===== src/hw/rtl/nllfr_pkg.sv =====
`timescale 1ns / 1ps

package nllfr_pkg;

    localparam int LOSS_W    = 48;
    localparam int WSUM_W    = 36;
    localparam int WEIGHT_W  = 16;
    localparam int LOGIT_W   = 24;
    localparam int PROD_W    = LOGIT_W + WEIGHT_W + 1;
    localparam int RND_W     = PROD_W + 1;
    localparam int FRAC_DROP = 14;
    localparam int TERM_W    = RND_W - FRAC_DROP;

    // Mean numerator is |loss_sum| * 2^14 plus half the weight total.
    localparam int DIV_NUM_W = LOSS_W + FRAC_DROP;
    localparam int DIV_CNT_W = $clog2(DIV_NUM_W);

    localparam logic [WEIGHT_W-1:0] WEIGHT_ONE = 16'd16384;
    localparam logic signed [LOSS_W-1:0] LOSS_MAX = 48'sh7FFF_FFFF_FFFF;
    localparam logic signed [LOSS_W-1:0] LOSS_MIN = 48'sh8000_0000_0000;
    localparam logic [WSUM_W-1:0] WSUM_MAX = 36'hF_FFFF_FFFF;

    localparam logic [1:0] RED_NONE = 2'd0;
    localparam logic [1:0] RED_MEAN = 2'd1;
    localparam logic [1:0] RED_SUM  = 2'd2;

    localparam logic [1:0] REG_REDUCTION   = 2'd0;
    localparam logic [1:0] REG_IGNORE      = 2'd1;
    localparam logic [1:0] REG_USE_WEIGHTS = 2'd2;
    localparam logic [1:0] REG_CLASS_COUNT = 2'd3;

    localparam logic MODE_WEIGHT = 1'b0;
    localparam logic MODE_PIXEL  = 1'b1;

    localparam logic [1:0] ST_OK      = 2'd0;
    localparam logic [1:0] ST_IGNORED = 2'd1;
    localparam logic [1:0] ST_RANGE   = 2'd2;
    localparam logic [1:0] ST_ZERO_WT = 2'd3;

    localparam logic [1:0]         RESET_REDUCTION   = RED_MEAN;
    localparam logic signed [15:0] RESET_IGNORE      = -16'sd100;
    localparam logic               RESET_USE_WEIGHTS = 1'b0;
    localparam logic [10:0]        RESET_CLASS_COUNT = 11'd1024;

endpackage


===== src/hw/rtl/nllfr_div.sv =====
`timescale 1ns / 1ps

module nllfr_div (
    input  logic                               clk,
    input  logic                               rst_n,
    input  logic                               start,
    input  logic [nllfr_pkg::DIV_NUM_W-1:0]    numer,
    input  logic [nllfr_pkg::WSUM_W-1:0]       denom,
    output logic                               done,
    output logic [nllfr_pkg::DIV_NUM_W-1:0]    quot
);

    logic                              run_reg, run_next;
    logic                              done_reg, done_next;
    logic [nllfr_pkg::DIV_CNT_W-1:0]   cnt_reg, cnt_next;
    logic [nllfr_pkg::WSUM_W-1:0]      rem_reg, rem_next;
    logic [nllfr_pkg::WSUM_W-1:0]      den_reg, den_next;
    logic [nllfr_pkg::DIV_NUM_W-1:0]   quot_reg, quot_next;
    logic [nllfr_pkg::WSUM_W:0]        trial;
    logic [nllfr_pkg::WSUM_W:0]        diff;

    // Restoring division: the numerator shifts out of quot_reg as quotient bits shift in.
    always_comb
    begin
        run_next  = run_reg;
        done_next = 1'b0;
        cnt_next  = cnt_reg;
        rem_next  = rem_reg;
        den_next  = den_reg;
        quot_next = quot_reg;
        trial     = {rem_reg, quot_reg[nllfr_pkg::DIV_NUM_W-1]};
        diff      = trial - {1'b0, den_reg};
        if (start)
        begin
            run_next  = 1'b1;
            cnt_next  = nllfr_pkg::DIV_CNT_W'(nllfr_pkg::DIV_NUM_W - 1);
            rem_next  = '0;
            den_next  = denom;
            quot_next = numer;
        end
        else if (run_reg)
        begin
            if (trial >= {1'b0, den_reg})
            begin
                rem_next  = diff[nllfr_pkg::WSUM_W-1:0];
                quot_next = {quot_reg[nllfr_pkg::DIV_NUM_W-2:0], 1'b1};
            end
            else
            begin
                rem_next  = trial[nllfr_pkg::WSUM_W-1:0];
                quot_next = {quot_reg[nllfr_pkg::DIV_NUM_W-2:0], 1'b0};
            end
            if (cnt_reg == '0)
            begin
                run_next  = 1'b0;
                done_next = 1'b1;
            end
            else
            begin
                cnt_next = cnt_reg - 1'b1;
            end
        end
    end

    always_ff @(posedge clk or negedge rst_n)
    begin
        if (!rst_n)
        begin
            run_reg  <= 1'b0;
            done_reg <= 1'b0;
            cnt_reg  <= '0;
            rem_reg  <= '0;
            den_reg  <= '0;
            quot_reg <= '0;
        end
        else
        begin
            run_reg  <= run_next;
            done_reg <= done_next;
            cnt_reg  <= cnt_next;
            rem_reg  <= rem_next;
            den_reg  <= den_next;
            quot_reg <= quot_next;
        end
    end

    assign done = done_reg;
    assign quot = quot_reg;

endmodule


===== config.mk =====
export PLATFORM = sky130hd
export DESIGN_NAME = nllfr_div
export DESIGN_NICKNAME = d
export VERILOG_FILES = /design/src/hw/rtl/nllfr_pkg.sv /design/src/hw/rtl/nllfr_div.sv
export SDC_FILE = /design/constraint.sdc
export NUM_CORES = 1
export LEC_CHECK = 0
export ABC_AREA = 1
export BUFFER_PORTS_ARGS = -buffer_cell sky130_fd_sc_hd__buf_2
export CAP_MARGIN = 15
export CORE_ASPECT_RATIO = 1.1
export CORE_MARGIN = 2
export CORE_UTILIZATION = 25
export CTS_BUF_LIST = sky130_fd_sc_hd__clkbuf_16
export DETAILED_ROUTE_END_ITERATION = 12
export PLACE_DENSITY = 0.38
export SYNTH_ARGS = -nofsm -noshare
export SYNTH_HDL_FRONTEND = slang
export SYNTH_SLANG_ARGS = --single-unit

===== constraint.sdc =====
create_clock -name clk -period 2.25 [get_ports clk]
set_input_delay 0.1125 -clock clk [delete_from_list [all_inputs] [get_ports clk]]
set_output_delay 0.1125 -clock clk [all_outputs]
set_load 0.05 [all_outputs]

=== Yosys cells after proc, flatten, opt, wreduce, memory -nomap -nowiden ===
Index checks and enable logic that the tools add are counted.

* Register bits: 142
* Input port bits: 101
* Output and inout bits: 63
* Word-level logic and storage cells: 28

* Add/sub/neg operators: 2
* $lt $le $gt $ge: 1
* Eq/ne operators: 1
* Muxes and demuxes: 15
* Reductions and logical operators: 3

{| class="wikitable"
|+ Operator list
! kind !! count
|-
| 62-bit 2-to-1 mux || 2
|-
| 36-bit 2-to-1 mux || 3
|-
| 37-bit by 36-bit >= comparator with 1-bit output || 1
|-
| 36-bit subtractor || 1
|-
| 6-bit 2-to-1 mux || 3
|-
| 1-bit 2-to-1 mux || 7
|-
| 6-bit logical NOT || 1
|-
| 6-bit by 1-bit subtractor with 6-bit output (second input constant) || 1
|-
| 2-bit != test (second input constant) || 1
|-
| 2-bit AND reduction || 1
|-
| 2-bit nonzero test || 1
|}

=== Logic depth before layout (Yosys ltp) ===
* Depth after elaboration: 4
* Depth in mapped cells: 17
* Gate-level depth less buffers: 17

=== Least setup slack after synthesis ===
No wires, ideal clock.

* Path type: flip-flop to flip-flop
* Start point: register quot_reg, in the netlist quot[61]
* End point: register rem_reg[32] in the netlist's numbering
* Setup time: 0.118 ns
* Arrival: 2.284 ns
* Path slack: -0.152 ns
* Cell stages (with the launch flop): 18
* Path through: dfrtp_1 > inv_1 > ha_1 > fa_1 > inv_1 > nand3_1 > nand3_1 > nand2_1 > nand2_1 > nand2_1 > nand2_1 > nand2_1 > nand2_1 > nand2_1 > nand2_1 > nand2_1 > nand3_1 > nand2_1

* Longest elaborated chain between the ends: 4
* Elaborated cells on any way between the ends: 5
* Those cells by class: add/sub: 1; order compare: 1; mux: 3

{| class="wikitable"
|+ RTL lines
! what !! line !! text
|-
| from (decl) || nllfr_div.sv:18 || <nowiki>logic [nllfr_pkg::DIV_NUM_W-1:0] quot_reg, quot_next;</nowiki>
|-
| from (signal assigned) || nllfr_div.sv:83 || <nowiki>quot_reg <= quot_next;</nowiki>
|-
| 36-bit subtractor / 37-bit by 36-bit >= comparator with 1-bit output (equally long branches) || nllfr_div.sv:32, nllfr_div.sv:43 ||
|-
| 36-bit 2-to-1 mux (*) || nllfr_div.sv:43 || <nowiki>if (trial >= {1'b0, den_reg})</nowiki>
|-
| 36-bit 2-to-1 mux (*) || nllfr_div.sv:41 || <nowiki>else if (run_reg)</nowiki>
|-
| 36-bit 2-to-1 mux (*) || nllfr_div.sv:33 || <nowiki>if (start)</nowiki>
|-
| to (signal assigned) || nllfr_div.sv:81 || <nowiki>rem_reg <= rem_next;</nowiki>
|-
| to (decl) || nllfr_div.sv:16 || <nowiki>logic [nllfr_pkg::WSUM_W-1:0] rem_reg, rem_next;</nowiki>
|}

Mark *: on every way between the ends. The rest lies on a longest branch, timed or not. The select of a mux whose other input is x is not followed.
A chain may end at the register's enable or synchronous reset.

=== Worst setup path in the final report ===
* Start point: register rem_reg[32] in the netlist's numbering
* End point: register rem_reg[15] in the netlist's numbering

* Longest elaborated chain between the ends: 4

{| class="wikitable"
|+ RTL lines
! what !! line
|-
| 37-bit by 36-bit >= comparator with 1-bit output || nllfr_div.sv:43
|-
| 36-bit 2-to-1 mux || nllfr_div.sv:43
|-
| 36-bit 2-to-1 mux || nllfr_div.sv:41
|-
| 36-bit 2-to-1 mux || nllfr_div.sv:33
|}

No other way between the ends. The select of a mux whose other input is x is not followed.

==> summary.txt <==
Power and ir drop
  • Peak ir drop on the vdd network: 0.0006259 V
  • Clk pwr share: 0.180
  • Power density relative to cell area: 1254 mW/mm²
  • Comb power frac: 0.617
  • LEAKAGE: 7.074 nW
  • Net switching power figure: 7.721 mW
  • Internal Pwr Total: 9.447 mW
  • Sw frac: 0.4497
  • Share of total power in sequential cells: 0.203

Run
  • Total of max-cap violations: 0

Synthesis
  • Cell with the most instances after synthesis: sky130_fd_sc_hd__nand2_1
  • Sequential area share after synthesis: 0.3936
  • Flop and latch count out of synthesis: 142
  • Count of synthesis-stage warnings from yosys: 0
  • Number of enable flip-flop cells after synthesis: 0
  • Post-Synthesis Net Count: 1410
  • Top area cells in the synthesized netlist: sky130_fd_sc_hd__dfrtp_1, sky130_fd_sc_hd__nand2_1, sky130_fd_sc_hd__inv_1, sky130_fd_sc_hd__o221ai_1, sky130_fd_sc_hd__ha_1
  • Post-Synthesis Mean Instance Area: 7.108 µm²
  • Cell type with the largest total area after synthesis: sky130_fd_sc_hd__dfrtp_1
  • Synth async-reset ratio: 1.000
  • Flip-flop cell with the highest count after synthesis: sky130_fd_sc_hd__dfrtp_1
  • Post-synthesis cell count: 1270
  • Count of unique library cells instantiated by Yosys: 37
  • Total standard cell area after synthesis: 0.009027 mm²
  • Portion of synthesized cell area occupied by the leading cell type: 0.3936
  • Synth cell count leaders: sky130_fd_sc_hd__nand2_1, sky130_fd_sc_hd__inv_1, sky130_fd_sc_hd__dfrtp_1

Timing
  • Number of hold-slack violations in the final timing report: 0
  • Transition time at the pin with the least slew margin: 0.7538 ns
  • RSZ-0062 raised after global routing: yes
  • Worst Clk Skew: 0.01516 ns
  • Worst hold-check slack: 0.1323 ns
  • Final setup violating endpoints: 0
  • Achievable Freq: 465.1 MHz
  • Number of pins with negative max-slew slack in the final report: 0
  • Worst-case headroom to the max-slew limit: 0.4975
  • Final critical-path share of the clock period: 0.9555
  • Post-route minimum period: 2.150 ns

Min path
  • Hold WC Path Type: in2reg
  • WHS Path Cells: 4

Setup path
  • Crit path arrival time: 2.49 ns
  • Highest-delay cell along the critical path: sky130_fd_sc_hd__dfrtp_1
  • Category of the worst setup path capture point: flip-flop
  • Critical path type: reg2reg
  • Critical path fanouts, max: 7
  • Worst reg-to-reg path cell count: 11
  • Crit path launch type: flip-flop
  • Gate family responsible for the most delay along the worst path: simple AND/OR/NAND/NOR gates
  • WP depth: 11
  • Required time of the worst setup path: 2.59 ns
  • Worst Path Buf+Inv: 2
  • Critical path's most frequent cell: sky130_fd_sc_hd__nand2_1
  • Critical path cell sequence: ha_2, nand2_1, nor3_1, nand4_1, nand2_4, inv_8, clkbuf_16, nand3_1, nand2_1, nand2_1, nand2_1
  • Largest stage delay on the critical path: 0.41 ns

Route
  • Post-detailed-route DRC marker count: 0
  • Antenna Violating Nets Remaining: 0
  • Routed Wire Length: 32210 µm
  • Met3 WL post-DR: 1504 µm
  • Via density per instance: 4.380
  • Routed wirelength normalized by instance count: 15.16 µm
  • Met1 WL: 14740 µm
  • Wire length on met2: 15290 µm
  • Initial DRC count: 470
  • First-pass DRT Iterations: 5
  • Highest routing layer actually used: met4
  • Total number of vias: 9308

Floorplanning
  • Top-Level Pins: 164
  • Total die area: 0.03765 mm²
  • Die Y: 203.3 µm
  • Core region area: 0.03590 mm²
  • Initial standard-cell utilization of the core: 0.2515
  • Row Count: 73
  • Width of the die: 185.2 µm

Clock tree
  • Depth of the CTS H-tree: 4
  • Clock tree from TritonCTS: built
  • Clock slew seen by the registers of the worst setup and hold paths: 0.07 ns
  • Root Driver: sky130_fd_sc_hd__clkbuf_16
  • Deepest clock path buffer count: 2
  • Cts bufs inserted: 17
  • Worst-skew pair later-pin latency: 0.45 ns
  • Number of sinks on the clock net: 142

Place
  • Placer's final routability congestion estimate: 0.8304
  • Number of cells in the design after placement: 1960
  • Number of buffer cells added on primary ports: 163
  • Placed wire-length estimate: 21690 µm

Finish
  • Filler cell count: 3806
  • Final layout net count: 1765
  • Fraction of final layout cells sized beyond drive strength 1: 0.2741
  • Synthesis-to-finish area growth: 51.66%
  • Final non-filler cell total: 2125
  • Max FFs per register: 62
  • Diodes inserted: 0

Global routing
  • Initial antenna violation count: 0
  • Tot GR Track Use: 0.1653
  • Largest net degree at the start of global routing: 76
  • Number of global-route vias before repair: 9430
  • First-pass GRT wire length: 48860 µm
  • Congestion Overflow GR: 0

Status
  • Status: completed
through the flow:
stage	cell area [µm²]	setup WS, ns	TNS [ns]	power (mW)	util
floorplan	9034	0.02791	0	8.889	-
global placement	10970	-0.06997	-0.4497	11.82	0.3057
detailed placement	10970	-0.09241	-0.9714	11.77	0.3057
CTS	12760	0.002068	0	15.44	0.3554
global route	13690	-0.07466	-0.8125	18.64	0.3814
finish	13690	0.1001	0	17.17	0.3814
final timing paths:
check	from	to	slack, ns
setup / recovery	rem_reg[32]	rem_reg[15]	0.10
hold / removal	start	done	0.13
setup reg to reg	rem_reg[32]	rem_reg[15]	0.10
hold reg to reg	cnt_reg[0]	cnt_reg[0]	0.49
max in group asynchronous	rst_n	quot[61]	1.38
min in group asynchronous	rst_n	den_reg[7]	0.18
tightest hold or removal path, delay by kind of cell:
kind	cells	cell delay (ns)
buffers and inverters	1	0.17
AND/OR/NAND/NOR	3	0.25
routing by layer:
metal,vias to the layer above,GRT usage
li1,4751,-
met1,4328,0.2070
met2,197,0.2802
met3,32,0.04107
met4,0,0.04847
met5,-,0
layout by cell type, fill, tap and decap left out, types with 6 or more instances in the layout:
master / count
sky130_fd_sc_hd__nand2_2: 31
sky130_fd_sc_hd__nand4_1: 7
sky130_fd_sc_hd__o221ai_1: 58
sky130_fd_sc_hd__nand3b_1: 22
sky130_fd_sc_hd__o21ai_1: 11
sky130_fd_sc_hd__dfrtp_1: 141
sky130_fd_sc_hd__o21ai_0: 45
sky130_fd_sc_hd__xnor2_1: 12
sky130_fd_sc_hd__clkbuf_16: 23
sky130_fd_sc_hd__buf_12: 8
sky130_fd_sc_hd__ha_1: 6
sky130_fd_sc_hd__a21oi_2: 10
sky130_fd_sc_hd__nand2_4: 12
sky130_fd_sc_hd__inv_2: 24
sky130_fd_sc_hd__nor2_2: 15
sky130_fd_sc_hd__nor3_1: 11
sky130_fd_sc_hd__nand2_1: 407
sky130_fd_sc_hd__xor2_1: 6
sky130_fd_sc_hd__dlygate4sd3_1: 105
sky130_fd_sc_hd__ha_4: 29
sky130_fd_sc_hd__nor2_1: 40
sky130_fd_sc_hd__nand3_2: 7
sky130_fd_sc_hd__buf_4: 92
sky130_fd_sc_hd__buf_2: 161
sky130_fd_sc_hd__nand3_1: 82
sky130_fd_sc_hd__a21oi_1: 11
sky130_fd_sc_hd__inv_1: 210
cells by family (layout without fill, tap and decap cells):
kind of cell / after synthesis / count (layout) / share of synthesized area
adder cells (fa/ha/maj): 39 / 39 / 0.05489
XOR/XNOR: 18 / 18 / 0.01746
buffers and inverters: 277 / 640 / 0.1189
AO/OA/AOI/OAI: 148 / 148 / 0.1099
flip-flops: 142 / 142 / 0.3936
AND/OR/NAND/NOR: 646 / 651 / 0.3052
cell type report:
class	count	area, µm²	share of cell area
multi-input combinational	856	5132	0.3749
sequential	142	3555	0.2596
timing repair buffer	374	2880	0.2104
inverter	233	882.1	0.06443
tap	487	609.3	0.04451
clock buffer	17	425.4	0.03107
clock inverter	15	195.2	0.01426
timing repair inverter	1	11.26	0.0008225
power by group through the flow:
| stage | logic (mW) | registers [mW] | clock network (mW) |
|---|---|---|---|
| after floorplan | 5.15 | 3.74 | 0 |
| after global placement | 8.41 | 3.40 | 0 |
| after detailed placement | 8.37 | 3.40 | 0 |
| after CTS | 8.85 | 3.37 | 3.22 |
| after global routing | 11.8 | 3.55 | 3.31 |
| final | 10.6 | 3.49 | 3.08 |
repair_timing:
action / CTS / global route
pin swaps: 1 / 33
gates cloned: 1 / 12
resized for setup: 17 / 141
endpoints found under the hold margin: 142 / 0
hold buffers: 105 / 0
setup buffers: 2 / 13
setup endpoints to repair: 36 / 37
Note: power is estimated with default switching activity, not from simulation.
